### src/design/hslrgb_pkg.sv
// Shared constants, types and fixed-point scaling figures for the HSL to RGB converter.
// Depends on nothing; every other design file imports it.
package hslrgb_pkg;

    // Output channel width and full-scale channel value
    localparam int CHANNEL_BITS = 8;
    localparam int OMAX         = (1 << CHANNEL_BITS) - 1;
    localparam int NUM_CH       = 3;

    // Input field widths and fixed-point scale
    localparam int HUE_BITS   = 9;
    localparam int FRAC_BITS  = 8;
    localparam int FRAC_ONE   = 255;
    localparam int HUE_FULL   = 360;
    localparam int HUE_SECTOR = 60;
    localparam int TRI_BITS   = 6;
    localparam int CN_BITS    = 2 * FRAC_BITS;

    // Terms are kept over half the common denominator 120*255*255
    localparam longint unsigned DEN_H = 64'(2 * HUE_SECTOR * FRAC_ONE * FRAC_ONE / 2);
    localparam int N_BITS = $clog2(DEN_H + 1);
    localparam int M_L    = FRAC_ONE * HUE_SECTOR;   // lightness weight
    localparam int M_C    = HUE_SECTOR / 2;          // chroma weight in the offset
    localparam int S_BITS = N_BITS + 2;              // signed term plus offset sum

    // Scaling t = n*OMAX + DEN_H/2, then q = t / DEN_H by reciprocal plus one correction
    localparam longint unsigned TMAX   = DEN_H * 64'(OMAX) + DEN_H / 2;
    localparam int              T_BITS = $clog2(TMAX + 1);
    localparam longint unsigned RECIP  = (64'd1 << T_BITS) / DEN_H;
    localparam int              R_BITS = $clog2(RECIP + 1);
    localparam int              P_BITS = T_BITS + R_BITS;
    localparam int              Q_BITS = CHANNEL_BITS + 1;
    localparam int              D_BITS = T_BITS + 1;

    // Stream data widths, padded to whole bytes
    localparam int IN_W  = ((HUE_BITS + 2 * FRAC_BITS + 7) / 8) * 8;
    localparam int OUT_W = ((NUM_CH * CHANNEL_BITS + 7) / 8) * 8;

    // 60-degree hue sectors
    typedef enum logic [2:0] {
        SEC_R_TO_Y = 3'd0,
        SEC_Y_TO_G = 3'd1,
        SEC_G_TO_C = 3'd2,
        SEC_C_TO_B = 3'd3,
        SEC_B_TO_M = 3'd4,
        SEC_M_TO_R = 3'd5
    } t_sector;

    typedef logic [N_BITS-1:0]       t_num;
    typedef logic [CHANNEL_BITS-1:0] t_chan;

    // Decoded pixel handed from the chroma stages to the term stages
    typedef struct packed {
        t_sector              sector;
        logic [TRI_BITS-1:0]  ramp;
        logic [CN_BITS-1:0]   cn;
        logic [FRAC_BITS-1:0] l;
    } t_prep;

endpackage

### src/design/hsl_to_rgb_converter.sv
// Top level of the HSL to RGB converter: stream ports and the three pipeline sections.
// Depends on hslrgb_pkg, hslrgb_prep, hslrgb_terms and hslrgb_scale.
//
//  channel   direction  handshake                          payload
//  s_axis    in         i_s_axis_tvalid / o_s_axis_tready  hue, saturation, lightness
//  m_axis    out        o_m_axis_tvalid / i_m_axis_tready  red, green, blue
//
// One pixel per clock sustained while the output is not stalled; each pixel passes through the
// eight register stages (decode, chroma, terms, sum, scale, reciprocal multiply, back-multiply,
// correction) to the output register. Synchronous active-low reset clears valid bits only.
// Each stage holds while its successor is full and stalled, so bubbles close up and a
// request waiting at the output does not stop new pixels entering emptier stages.
module hsl_to_rgb_converter (
    input  logic                         i_clk,
    input  logic                         i_rst_n,
    input  logic                         i_s_axis_tvalid,
    output logic                         o_s_axis_tready,
    // [8:0] hue, [16:9] saturation, [24:17] lightness, rest zero
    input  logic [hslrgb_pkg::IN_W-1:0]  i_s_axis_tdata,
    output logic                         o_m_axis_tvalid,
    input  logic                         i_m_axis_tready,
    // [7:0] red, [15:8] green, [23:16] blue
    output logic [hslrgb_pkg::OUT_W-1:0] o_m_axis_tdata
);
    import hslrgb_pkg::*;

    logic               w_prep_vld, w_terms_rdy;
    logic               w_terms_vld, w_scale_rdy;
    t_prep              w_prep;
    t_num [NUM_CH-1:0]  w_num;
    t_chan [NUM_CH-1:0] w_chan;

    // hue decode and chroma
    hslrgb_prep u_prep (
        .i_clk   (i_clk),
        .i_rst_n (i_rst_n),
        .i_vld   (i_s_axis_tvalid),
        .o_rdy   (o_s_axis_tready),
        .i_hue   (i_s_axis_tdata[HUE_BITS-1:0]),
        .i_sat   (i_s_axis_tdata[HUE_BITS +: FRAC_BITS]),
        .i_light (i_s_axis_tdata[HUE_BITS+FRAC_BITS +: FRAC_BITS]),
        .o_vld   (w_prep_vld),
        .i_rdy   (w_terms_rdy),
        .o_data  (w_prep)
    );

    // C, X, M and sector placement
    hslrgb_terms u_terms (
        .i_clk   (i_clk),
        .i_rst_n (i_rst_n),
        .i_vld   (w_prep_vld),
        .o_rdy   (w_terms_rdy),
        .i_data  (w_prep),
        .o_vld   (w_terms_vld),
        .i_rdy   (w_scale_rdy),
        .o_num   (w_num)
    );

    // scaling to channel range, holds the output register
    hslrgb_scale u_scale (
        .i_clk   (i_clk),
        .i_rst_n (i_rst_n),
        .i_vld   (w_terms_vld),
        .o_rdy   (w_scale_rdy),
        .i_num   (w_num),
        .o_vld   (o_m_axis_tvalid),
        .i_rdy   (i_m_axis_tready),
        .o_chan  (w_chan)
    );

    assign o_m_axis_tdata = OUT_W'(w_chan);

endmodule

### src/design/hslrgb_prep.sv
// Stages 1-2: hue wrap, sector and ramp decode, then chroma numerator (1-|2L-1|)*S.
// Depends on hslrgb_pkg.
module hslrgb_prep (
    input  logic                           i_clk,
    input  logic                           i_rst_n,
    input  logic                           i_vld,
    output logic                           o_rdy,
    input  logic [hslrgb_pkg::HUE_BITS-1:0]  i_hue,
    input  logic [hslrgb_pkg::FRAC_BITS-1:0] i_sat,
    input  logic [hslrgb_pkg::FRAC_BITS-1:0] i_light,
    output logic                           o_vld,
    input  logic                           i_rdy,
    output hslrgb_pkg::t_prep              o_data
);
    import hslrgb_pkg::*;

    logic                 w_en1, w_en2;
    logic                 r_vld1, r_vld2;
    logic [HUE_BITS-1:0]  w_hw;
    logic [HUE_BITS-1:0]  w_hm;
    t_sector              n_sec, r_sec1;
    logic [TRI_BITS-1:0]  n_tri, r_tri1;
    logic [FRAC_BITS-1:0] n_dl, r_dl1;
    logic [FRAC_BITS-1:0] r_s1, r_l1;
    t_prep                n_out, r_out;

    // stall chain
    assign w_en2 = !r_vld2 || i_rdy;
    assign w_en1 = !r_vld1 || w_en2;
    assign o_rdy = w_en1;

    // stage 1: hue decode and lightness distance
    always_comb begin
        w_hw = (i_hue >= HUE_BITS'(HUE_FULL)) ? i_hue - HUE_BITS'(HUE_FULL) : i_hue;
        if (w_hw < HUE_BITS'(HUE_SECTOR)) begin
            n_sec = SEC_R_TO_Y;
        end else if (w_hw < HUE_BITS'(2 * HUE_SECTOR)) begin
            n_sec = SEC_Y_TO_G;
        end else if (w_hw < HUE_BITS'(3 * HUE_SECTOR)) begin
            n_sec = SEC_G_TO_C;
        end else if (w_hw < HUE_BITS'(4 * HUE_SECTOR)) begin
            n_sec = SEC_C_TO_B;
        end else if (w_hw < HUE_BITS'(5 * HUE_SECTOR)) begin
            n_sec = SEC_B_TO_M;
        end else begin
            n_sec = SEC_M_TO_R;
        end
        // position within the 120-degree period
        if (w_hw < HUE_BITS'(2 * HUE_SECTOR)) begin
            w_hm = w_hw;
        end else if (w_hw < HUE_BITS'(4 * HUE_SECTOR)) begin
            w_hm = w_hw - HUE_BITS'(2 * HUE_SECTOR);
        end else begin
            w_hm = w_hw - HUE_BITS'(4 * HUE_SECTOR);
        end
        // triangle ramp 60 - |hm - 60|
        n_tri = (w_hm < HUE_BITS'(HUE_SECTOR)) ? TRI_BITS'(w_hm)
                : TRI_BITS'(HUE_BITS'(2 * HUE_SECTOR) - w_hm);
        // 255 - |2L - 255|
        n_dl = i_light[FRAC_BITS-1] ? FRAC_BITS'(10'(2 * FRAC_ONE) - {i_light, 1'b0})
               : {i_light[FRAC_BITS-2:0], 1'b0};
    end

    always_ff @(posedge i_clk) begin
        if (!i_rst_n) begin
            r_vld1 <= 1'b0;
        end else if (w_en1) begin
            r_vld1 <= i_vld;
        end
    end

    always_ff @(posedge i_clk) begin
        if (w_en1) begin
            r_sec1 <= n_sec;
            r_tri1 <= n_tri;
            r_dl1  <= n_dl;
            r_s1   <= i_sat;
            r_l1   <= i_light;
        end
    end

    // stage 2: chroma numerator over 255*255
    always_comb begin
        n_out.sector = r_sec1;
        n_out.ramp   = r_tri1;
        n_out.cn     = CN_BITS'(r_dl1) * CN_BITS'(r_s1);
        n_out.l      = r_l1;
    end

    always_ff @(posedge i_clk) begin
        if (!i_rst_n) begin
            r_vld2 <= 1'b0;
        end else if (w_en2) begin
            r_vld2 <= r_vld1;
        end
    end

    always_ff @(posedge i_clk) begin
        if (w_en2) begin
            r_out <= n_out;
        end
    end

    assign o_vld  = r_vld2;
    assign o_data = r_out;

    // ramp never exceeds one sector
    a_tri_range: assert property (@(posedge i_clk) disable iff (!i_rst_n)
        r_vld1 |-> (r_tri1 <= TRI_BITS'(HUE_SECTOR)))
        else $error("hue ramp above one sector");

endmodule

### src/design/hslrgb_terms.sv
// Stages 3-4: C, X and M terms over the half denominator, then sector placement and sum.
// Depends on hslrgb_pkg.
module hslrgb_terms (
    input  logic                                       i_clk,
    input  logic                                       i_rst_n,
    input  logic                                       i_vld,
    output logic                                       o_rdy,
    input  hslrgb_pkg::t_prep                          i_data,
    output logic                                       o_vld,
    input  logic                                       i_rdy,
    output hslrgb_pkg::t_num [hslrgb_pkg::NUM_CH-1:0]  o_num
);
    import hslrgb_pkg::*;

    logic                      w_en3, w_en4;
    logic                      r_vld3, r_vld4;
    t_num                      n_c, n_x, r_c3, r_x3;
    logic signed [N_BITS:0]    n_m, r_m3;
    t_sector                   r_sec3;
    t_num [NUM_CH-1:0]         w_v;
    logic signed [S_BITS-1:0]  w_sum [NUM_CH];
    t_num [NUM_CH-1:0]         n_num, r_num;

    // stall chain
    assign w_en4 = !r_vld4 || i_rdy;
    assign w_en3 = !r_vld3 || w_en4;
    assign o_rdy = w_en3;

    // stage 3: the three terms
    always_comb begin
        n_c = N_BITS'(32'(i_data.cn) * HUE_SECTOR);
        n_x = N_BITS'(i_data.cn) * N_BITS'(i_data.ramp);
        n_m = $signed({1'b0, N_BITS'(32'(i_data.l) * M_L)})
            - $signed({1'b0, N_BITS'(32'(i_data.cn) * M_C)});
    end

    always_ff @(posedge i_clk) begin
        if (!i_rst_n) begin
            r_vld3 <= 1'b0;
        end else if (w_en3) begin
            r_vld3 <= i_vld;
        end
    end

    always_ff @(posedge i_clk) begin
        if (w_en3) begin
            r_c3   <= n_c;
            r_x3   <= n_x;
            r_m3   <= n_m;
            r_sec3 <= i_data.sector;
        end
    end

    // stage 4: place C and X by sector, add offset, clamp to 0..1
    always_comb begin
        case (r_sec3)
            SEC_R_TO_Y: w_v = {t_num'(0), r_x3, r_c3};
            SEC_Y_TO_G: w_v = {t_num'(0), r_c3, r_x3};
            SEC_G_TO_C: w_v = {r_x3, r_c3, t_num'(0)};
            SEC_C_TO_B: w_v = {r_c3, r_x3, t_num'(0)};
            SEC_B_TO_M: w_v = {r_c3, t_num'(0), r_x3};
            SEC_M_TO_R: w_v = {r_x3, t_num'(0), r_c3};
            default:    w_v = {r_x3, t_num'(0), r_c3};
        endcase
        for (int k = 0; k < NUM_CH; k++) begin
            w_sum[k] = $signed({2'b00, w_v[k]}) + S_BITS'(r_m3);
            if (w_sum[k] < 0) begin
                n_num[k] = '0;
            end else if (w_sum[k] > $signed(S_BITS'(DEN_H))) begin
                n_num[k] = N_BITS'(DEN_H);
            end else begin
                n_num[k] = N_BITS'(w_sum[k]);
            end
        end
    end

    always_ff @(posedge i_clk) begin
        if (!i_rst_n) begin
            r_vld4 <= 1'b0;
        end else if (w_en4) begin
            r_vld4 <= r_vld3;
        end
    end

    always_ff @(posedge i_clk) begin
        if (w_en4) begin
            r_num <= n_num;
        end
    end

    assign o_vld = r_vld4;
    assign o_num = r_num;

    // offset L - C/2 is never negative for any S and L
    a_m_nonneg: assert property (@(posedge i_clk) disable iff (!i_rst_n)
        r_vld3 |-> !r_m3[N_BITS])
        else $error("negative lightness offset");

endmodule

### src/design/hslrgb_scale.sv
// Stages 5-8: per-channel scaling to 0..OMAX with round half up, via reciprocal multiply
// and one remainder correction. Depends on hslrgb_pkg.
module hslrgb_scale (
    input  logic                                       i_clk,
    input  logic                                       i_rst_n,
    input  logic                                       i_vld,
    output logic                                       o_rdy,
    input  hslrgb_pkg::t_num [hslrgb_pkg::NUM_CH-1:0]  i_num,
    output logic                                       o_vld,
    input  logic                                       i_rdy,
    output hslrgb_pkg::t_chan [hslrgb_pkg::NUM_CH-1:0] o_chan
);
    import hslrgb_pkg::*;

    logic                     w_en5, w_en6, w_en7, w_en8;
    logic                     r_vld5, r_vld6, r_vld7, r_vld8;
    logic [T_BITS-1:0]        n_t   [NUM_CH];
    logic [T_BITS-1:0]        r_t5  [NUM_CH];
    logic [T_BITS-1:0]        r_t6  [NUM_CH];
    logic [T_BITS-1:0]        r_t7  [NUM_CH];
    logic [P_BITS-1:0]        n_p   [NUM_CH];
    logic [P_BITS-1:0]        r_p6  [NUM_CH];
    logic [Q_BITS-1:0]        n_q0  [NUM_CH];
    logic [Q_BITS-1:0]        r_q7  [NUM_CH];
    logic [D_BITS-1:0]        n_dq  [NUM_CH];
    logic [D_BITS-1:0]        r_dq7 [NUM_CH];
    logic [D_BITS-1:0]        w_rem [NUM_CH];
    logic [Q_BITS-1:0]        w_q   [NUM_CH];
    logic [NUM_CH-1:0]        w_lo_ok, w_hi_ok;
    t_chan [NUM_CH-1:0]       n_out, r_out;

    // stall chain
    assign w_en8 = !r_vld8 || i_rdy;
    assign w_en7 = !r_vld7 || w_en8;
    assign w_en6 = !r_vld6 || w_en7;
    assign w_en5 = !r_vld5 || w_en6;
    assign o_rdy = w_en5;

    // valid pipeline
    always_ff @(posedge i_clk) begin
        if (!i_rst_n) begin
            r_vld5 <= 1'b0;
            r_vld6 <= 1'b0;
            r_vld7 <= 1'b0;
            r_vld8 <= 1'b0;
        end else begin
            if (w_en5) r_vld5 <= i_vld;
            if (w_en6) r_vld6 <= r_vld5;
            if (w_en7) r_vld7 <= r_vld6;
            if (w_en8) r_vld8 <= r_vld7;
        end
    end

    // datapath: t = n*OMAX + DEN_H/2, product with reciprocal, back-multiply, correct
    always_comb begin
        for (int k = 0; k < NUM_CH; k++) begin
            n_t[k]  = T_BITS'((D_BITS'(i_num[k]) << CHANNEL_BITS) - D_BITS'(i_num[k])
                      + D_BITS'(DEN_H / 2));
            n_p[k]  = P_BITS'(r_t5[k]) * P_BITS'(RECIP);
            n_q0[k] = Q_BITS'(r_p6[k] >> T_BITS);
            n_dq[k] = D_BITS'(n_q0[k]) * D_BITS'(DEN_H);
            // remainder lies in [0, 2*DEN_H) so one step fixes the estimate
            w_rem[k]   = D_BITS'(r_t7[k]) - r_dq7[k];
            w_lo_ok[k] = D_BITS'(r_t7[k]) >= r_dq7[k];
            w_hi_ok[k] = w_rem[k] < D_BITS'(2 * DEN_H);
            w_q[k]     = (w_rem[k] >= D_BITS'(DEN_H)) ? r_q7[k] + Q_BITS'(1) : r_q7[k];
            n_out[k]   = (w_q[k] > Q_BITS'(OMAX)) ? t_chan'(OMAX) : t_chan'(w_q[k]);
        end
    end

    always_ff @(posedge i_clk) begin
        for (int k = 0; k < NUM_CH; k++) begin
            if (w_en5) begin
                r_t5[k] <= n_t[k];
            end
            if (w_en6) begin
                r_p6[k] <= n_p[k];
                r_t6[k] <= r_t5[k];
            end
            if (w_en7) begin
                r_q7[k]  <= n_q0[k];
                r_dq7[k] <= n_dq[k];
                r_t7[k]  <= r_t6[k];
            end
        end
        if (w_en8) begin
            r_out <= n_out;
        end
    end

    assign o_vld  = r_vld8;
    assign o_chan = r_out;

    // reciprocal estimate never overshoots the true quotient
    a_est_low: assert property (@(posedge i_clk) disable iff (!i_rst_n)
        r_vld7 |-> (&w_lo_ok))
        else $error("quotient estimate too large");

    // reciprocal estimate is at most one below the true quotient
    a_est_close: assert property (@(posedge i_clk) disable iff (!i_rst_n)
        r_vld7 |-> (&w_hi_ok))
        else $error("quotient estimate more than one low");

endmodule
### config.mk
export PLATFORM = sky130hd
export DESIGN_NAME = hsl_to_rgb_converter
export DESIGN_NICKNAME = d
export VERILOG_FILES = /design/src/design/hslrgb_pkg.sv /design/src/design/hsl_to_rgb_converter.sv /design/src/design/hslrgb_prep.sv /design/src/design/hslrgb_terms.sv /design/src/design/hslrgb_scale.sv
export SDC_FILE = /design/constraint.sdc
export NUM_CORES = 2
export LEC_CHECK = 0
export ABC_CLOCK_PERIOD_IN_PS = 9600
export BUFFER_PORTS_ARGS = -buffer_cell sky130_fd_sc_hd__buf_4
export CORE_ASPECT_RATIO = 1.4
export CORE_MARGIN = 3
export CORE_UTILIZATION = 33
export CTS_BUF_LIST = sky130_fd_sc_hd__clkbuf_4 sky130_fd_sc_hd__clkbuf_8
export CTS_CLUSTER_SIZE = 8
export DETAILED_ROUTE_END_ITERATION = 16
export GPL_ROUTABILITY_DRIVEN = 0
export PLACE_DENSITY = 0.58
export SLEW_MARGIN = 0
export SYNTH_ARGS = -nofsm -noshare
export SYNTH_HDL_FRONTEND = slang
export SYNTH_SLANG_ARGS = --single-unit
### constraint.sdc
create_clock -name i_clk -period 9.6 [get_ports i_clk]
set_input_delay 0.96 -clock i_clk [delete_from_list [all_inputs] [get_ports i_clk]]
set_output_delay 0.96 -clock i_clk [all_outputs]
set_load 0.005 [all_outputs]
==> results by group <==
Outcome
  • Status: finished clean

Flow run
  • Max cap viols: 0

CTS
  • TritonCTS clock tree: yes
  • Cts repair resizes: 0
  • Clock Sinks: approximately 620
  • CTS Hold Bufs: 0
  • # Post-CTS Setup Buffers: 0
  • CTS root buf: clkbuf_8
  • # H-tree levels: 3
  • CTS buffer count: about 110
  • Worst-Skew Late Latency: 0.82 ns
  • Clk slew on worst S/H paths: 0.07 ns
  • CTS Buffer Depth: 3

Die
  • DIE HEIGHT: between 500 and 600 microns
  • Die area: around 180000 sq um
  • Num ports: between 60 and 70
  • Die Wd: about 360 microns
  • Core outline area: about 180000 sq um
  • Initial core utilization: 0.3331
  • Row count: 182

STA
  • Final setup vio count: 0
  • Slew Limit Fails: 0
  • Fin. Hold Viols: 0
  • Final setup TNS: 0 ns
  • Crit share post-route: 0.6680
  • Fmax: 155.9 MHz
  • Clock Skew: roughly 0.047 ns
  • RSZ-0062 raised after global routing: false
  • Min cycle time layout: roughly 6.4 ns
  • Slew margin rel.: 0.1946
  • Slew @ Worst Pin: between 1 and 1.5 ns

Logic synthesis
  • List of most frequent post-synthesis cells: ha_1, inv_1, edfxtp_1
  • Yosys warning count: 0
  • Yosys top cell area share: 0.3114
  • Leading post-synthesis cells by cell area: edfxtp_1, ha_1, fa_1
  • Post-synth EDFFs: 608
  • Cell variety after synth: 90
  • Ys async rst share: 0
  • Syn Inst Count: 5535
  • Sequential area share after synthesis: 0.3141
  • Dominant cell type by area after synthesis: edfxtp_1
  • FF+latch count, synth: 616
  • Syn avg cell area: ~11 sq um
  • Synthesized cell area: ~60000 sq um
  • Count leader, synth: ha_1
  • Main synth FF type: edfxtp_1
  • Syn nets: ~7000

Setup path
  • Crit Path Class: reg -> reg
  • CP arrival: between 6 and 7 ns
  • CP required: roughly 10 ns
  • FF-to-FF setup slack: around 3.2 ns
  • RR Startpoint: u_prep.o_data[12]
  • Worst setup EP type: flip-flop
  • Worst r2r dst: u_terms.r_m3[21]
  • Max FO, Critical Path: 8
  • R2R depth: 23
  • Crit start category: flip-flop
  • Worst setup path start: u_prep.o_data[12]

Final layout
  • P&R area growth vs syn: 8.984%
  • Layout cells sized above 1: 0.05071
  • Fillcell total: roughly 17000
  • Final Cell Area: 63900 sq um
  • Reg area: about 18000 sq um
  • NumNets Final: roughly 7000
  • Final Util: 0.3630
  • Total area of multi-input combinational cells: between 30000 and 40000 sq um

Hold path
  • WHS Endpoint: u_prep.r_s1[7]
  • Hold path cells: 1
  • Hold_sp: i_s_axis_tdata[16]
  • HP Class: in -> reg

Routing
  • Routed len/inst: 15.36 microns
  • WL final: between 100000 and 150000 microns
  • First-iteration detailed-routing DRC count: between 1500 and 2000
  • Final ANT Viol Nets: 0
  • Pre-Repair DR Iteration Count: 5
  • DRC violations left: 0
  • DR vias/cell: between 4 and 5
  • Via count: between 30000 and 40000

GRT
  • First-pass GRT wire length: slightly above 200000 microns
  • GRT Total Usage: 0.1358
  • Largest net degree at the start of global routing: around 90
  • Vias in the first global route: 40930
  • Initial antenna violation count: 1
  • GRT overflow: 0

Placement
  • DP HPWL: roughly 100000 microns
  • Post-DP Area: about 62000 sq um
  • Port bufs: 54
[final cells by class]
class,instances,share of cell area
Antenna cell,1,0.00003916
Clock buffer,138,0.02718
Clock inverter,49,0.005071
Inverter,848,0.04987
Multi-Input combinational cell,4016,0.5763
Sequential cell,616,0.2882
Tap cell,2300,0.04504
Timing Repair Buffer,71,0.008302
[layout by cell type (no fill, tap or decap), types with 52 or more instances in the layout]
master / count
ha_1: 1014
fa_1: 395
inv_1: 844
and2_1: 88
edfxtp_1: 608
xnor2_1: 252
nor3_1: 108
o21a_1: 70
nand3_1: 80
nor2_1: 297
a21o_1: 139
clkbuf_8: 112
a22o_1: 60
o21ai_0: 181
xor2_1: 96
nand2_1: 265
nand2b_1: 52
a21oi_1: 293
buf_4: 70
[flip-flops by register name, indices dropped and copies added, names as in the netlist, 3 cells and up]
register and flops:
u_prep.r_l1 8, u_prep.r_sec1 3, u_prep.r_s1 8, u_scale.r_p6 27
u_scale.r_dq7 84, u_terms.o_num 63, u_scale.r_q7 27, u_terms.r_c3 19
u_prep.r_dl1 7, u_scale.r_t5 87, u_prep.o_data 32, u_scale.o_chan 24
u_terms.r_sec3 3, u_terms.r_x3 21, u_prep.r_tri1 6, u_scale.r_t6 84
u_scale.r_t7 84, u_terms.r_m3 21
[worst max-delay path: stages (launching register included)]
cell,delay (ns)
edfxtp_1,0.61
inv_1,0.20
fa_1,0.49
fa_1,0.51
inv_1,0.04
ha_1,0.32
nor2b_1,0.15
o21ai_0,0.20
a21boi_0,0.14
o21ai_0,0.18
nand2b_1,0.11
a21o_1,0.19
a21o_1,0.19
a31oi_1,0.27
nor2b_1,0.20
xnor2_1,0.23
ha_1,0.36
a21o_1,0.18
a21o_1,0.17
a21oi_1,0.29
nor2_1,0.09
a2111oi_0,0.66
a21oi_1,0.19
xnor2_1,0.16
[metrics by stage]
step	hold slack (ns)	std cells	setup slack, ns
detailed placement	0.4045	7850	3.326
global route	0.2708	8039	2.706
CTS	0.2231	8037	3.279
floorplan	0.4003	5535	3.656
global placement	0.4009	7850	3.364
finish	0.3290	8039	3.188
[cell families (layout without fill, tap and decap cells)]
kind of cell / Yosys count / count (layout) / share of synthesized area
adders and majority gates: 1409 / 1409 / 0.3513
xor gates and xnor gates: 348 / 348 / 0.05198
muxes: 19 / 19 / 0.003329
and+or+nand+nor: 1149 / 1149 / 0.09688
AOI/OAI and AO/OA: 1091 / 1091 / 0.1243
DFF: 616 / 616 / 0.3141
buffers and inverters: 903 / 1106 / 0.05809
other: 0 / 1 / 0
[worst max-delay path by stage]
stage | to | slack, ns | cells after the start
4_1_cts | u_terms.r_m3[21] | 3.28 | 23
6_report | u_terms.r_m3[21] | 3.19 | 23
2_1_floorplan | u_scale.r_dq7[0][10] | 3.66 | 2
3_5_place_dp | u_terms.r_m3[21] | 3.33 | 23
5_1_grt | u_terms.r_m3[21] | 2.71 | 23
3_3_place_gp | u_terms.r_m3[21] | 3.36 | 23
[layer usage]
metal	vias up	routed length [microns]	global-route usage
li1	19770	-	-
met1	18880	50430	0.1525
met2	589	64360	0.2550
met3	265	3495	0.01585
met4	0	5182	0.06059
met5	-	0	0
Power is not shown: default switching activity piles up to over one toggle a cycle in this logic, so the estimate is an artifact.
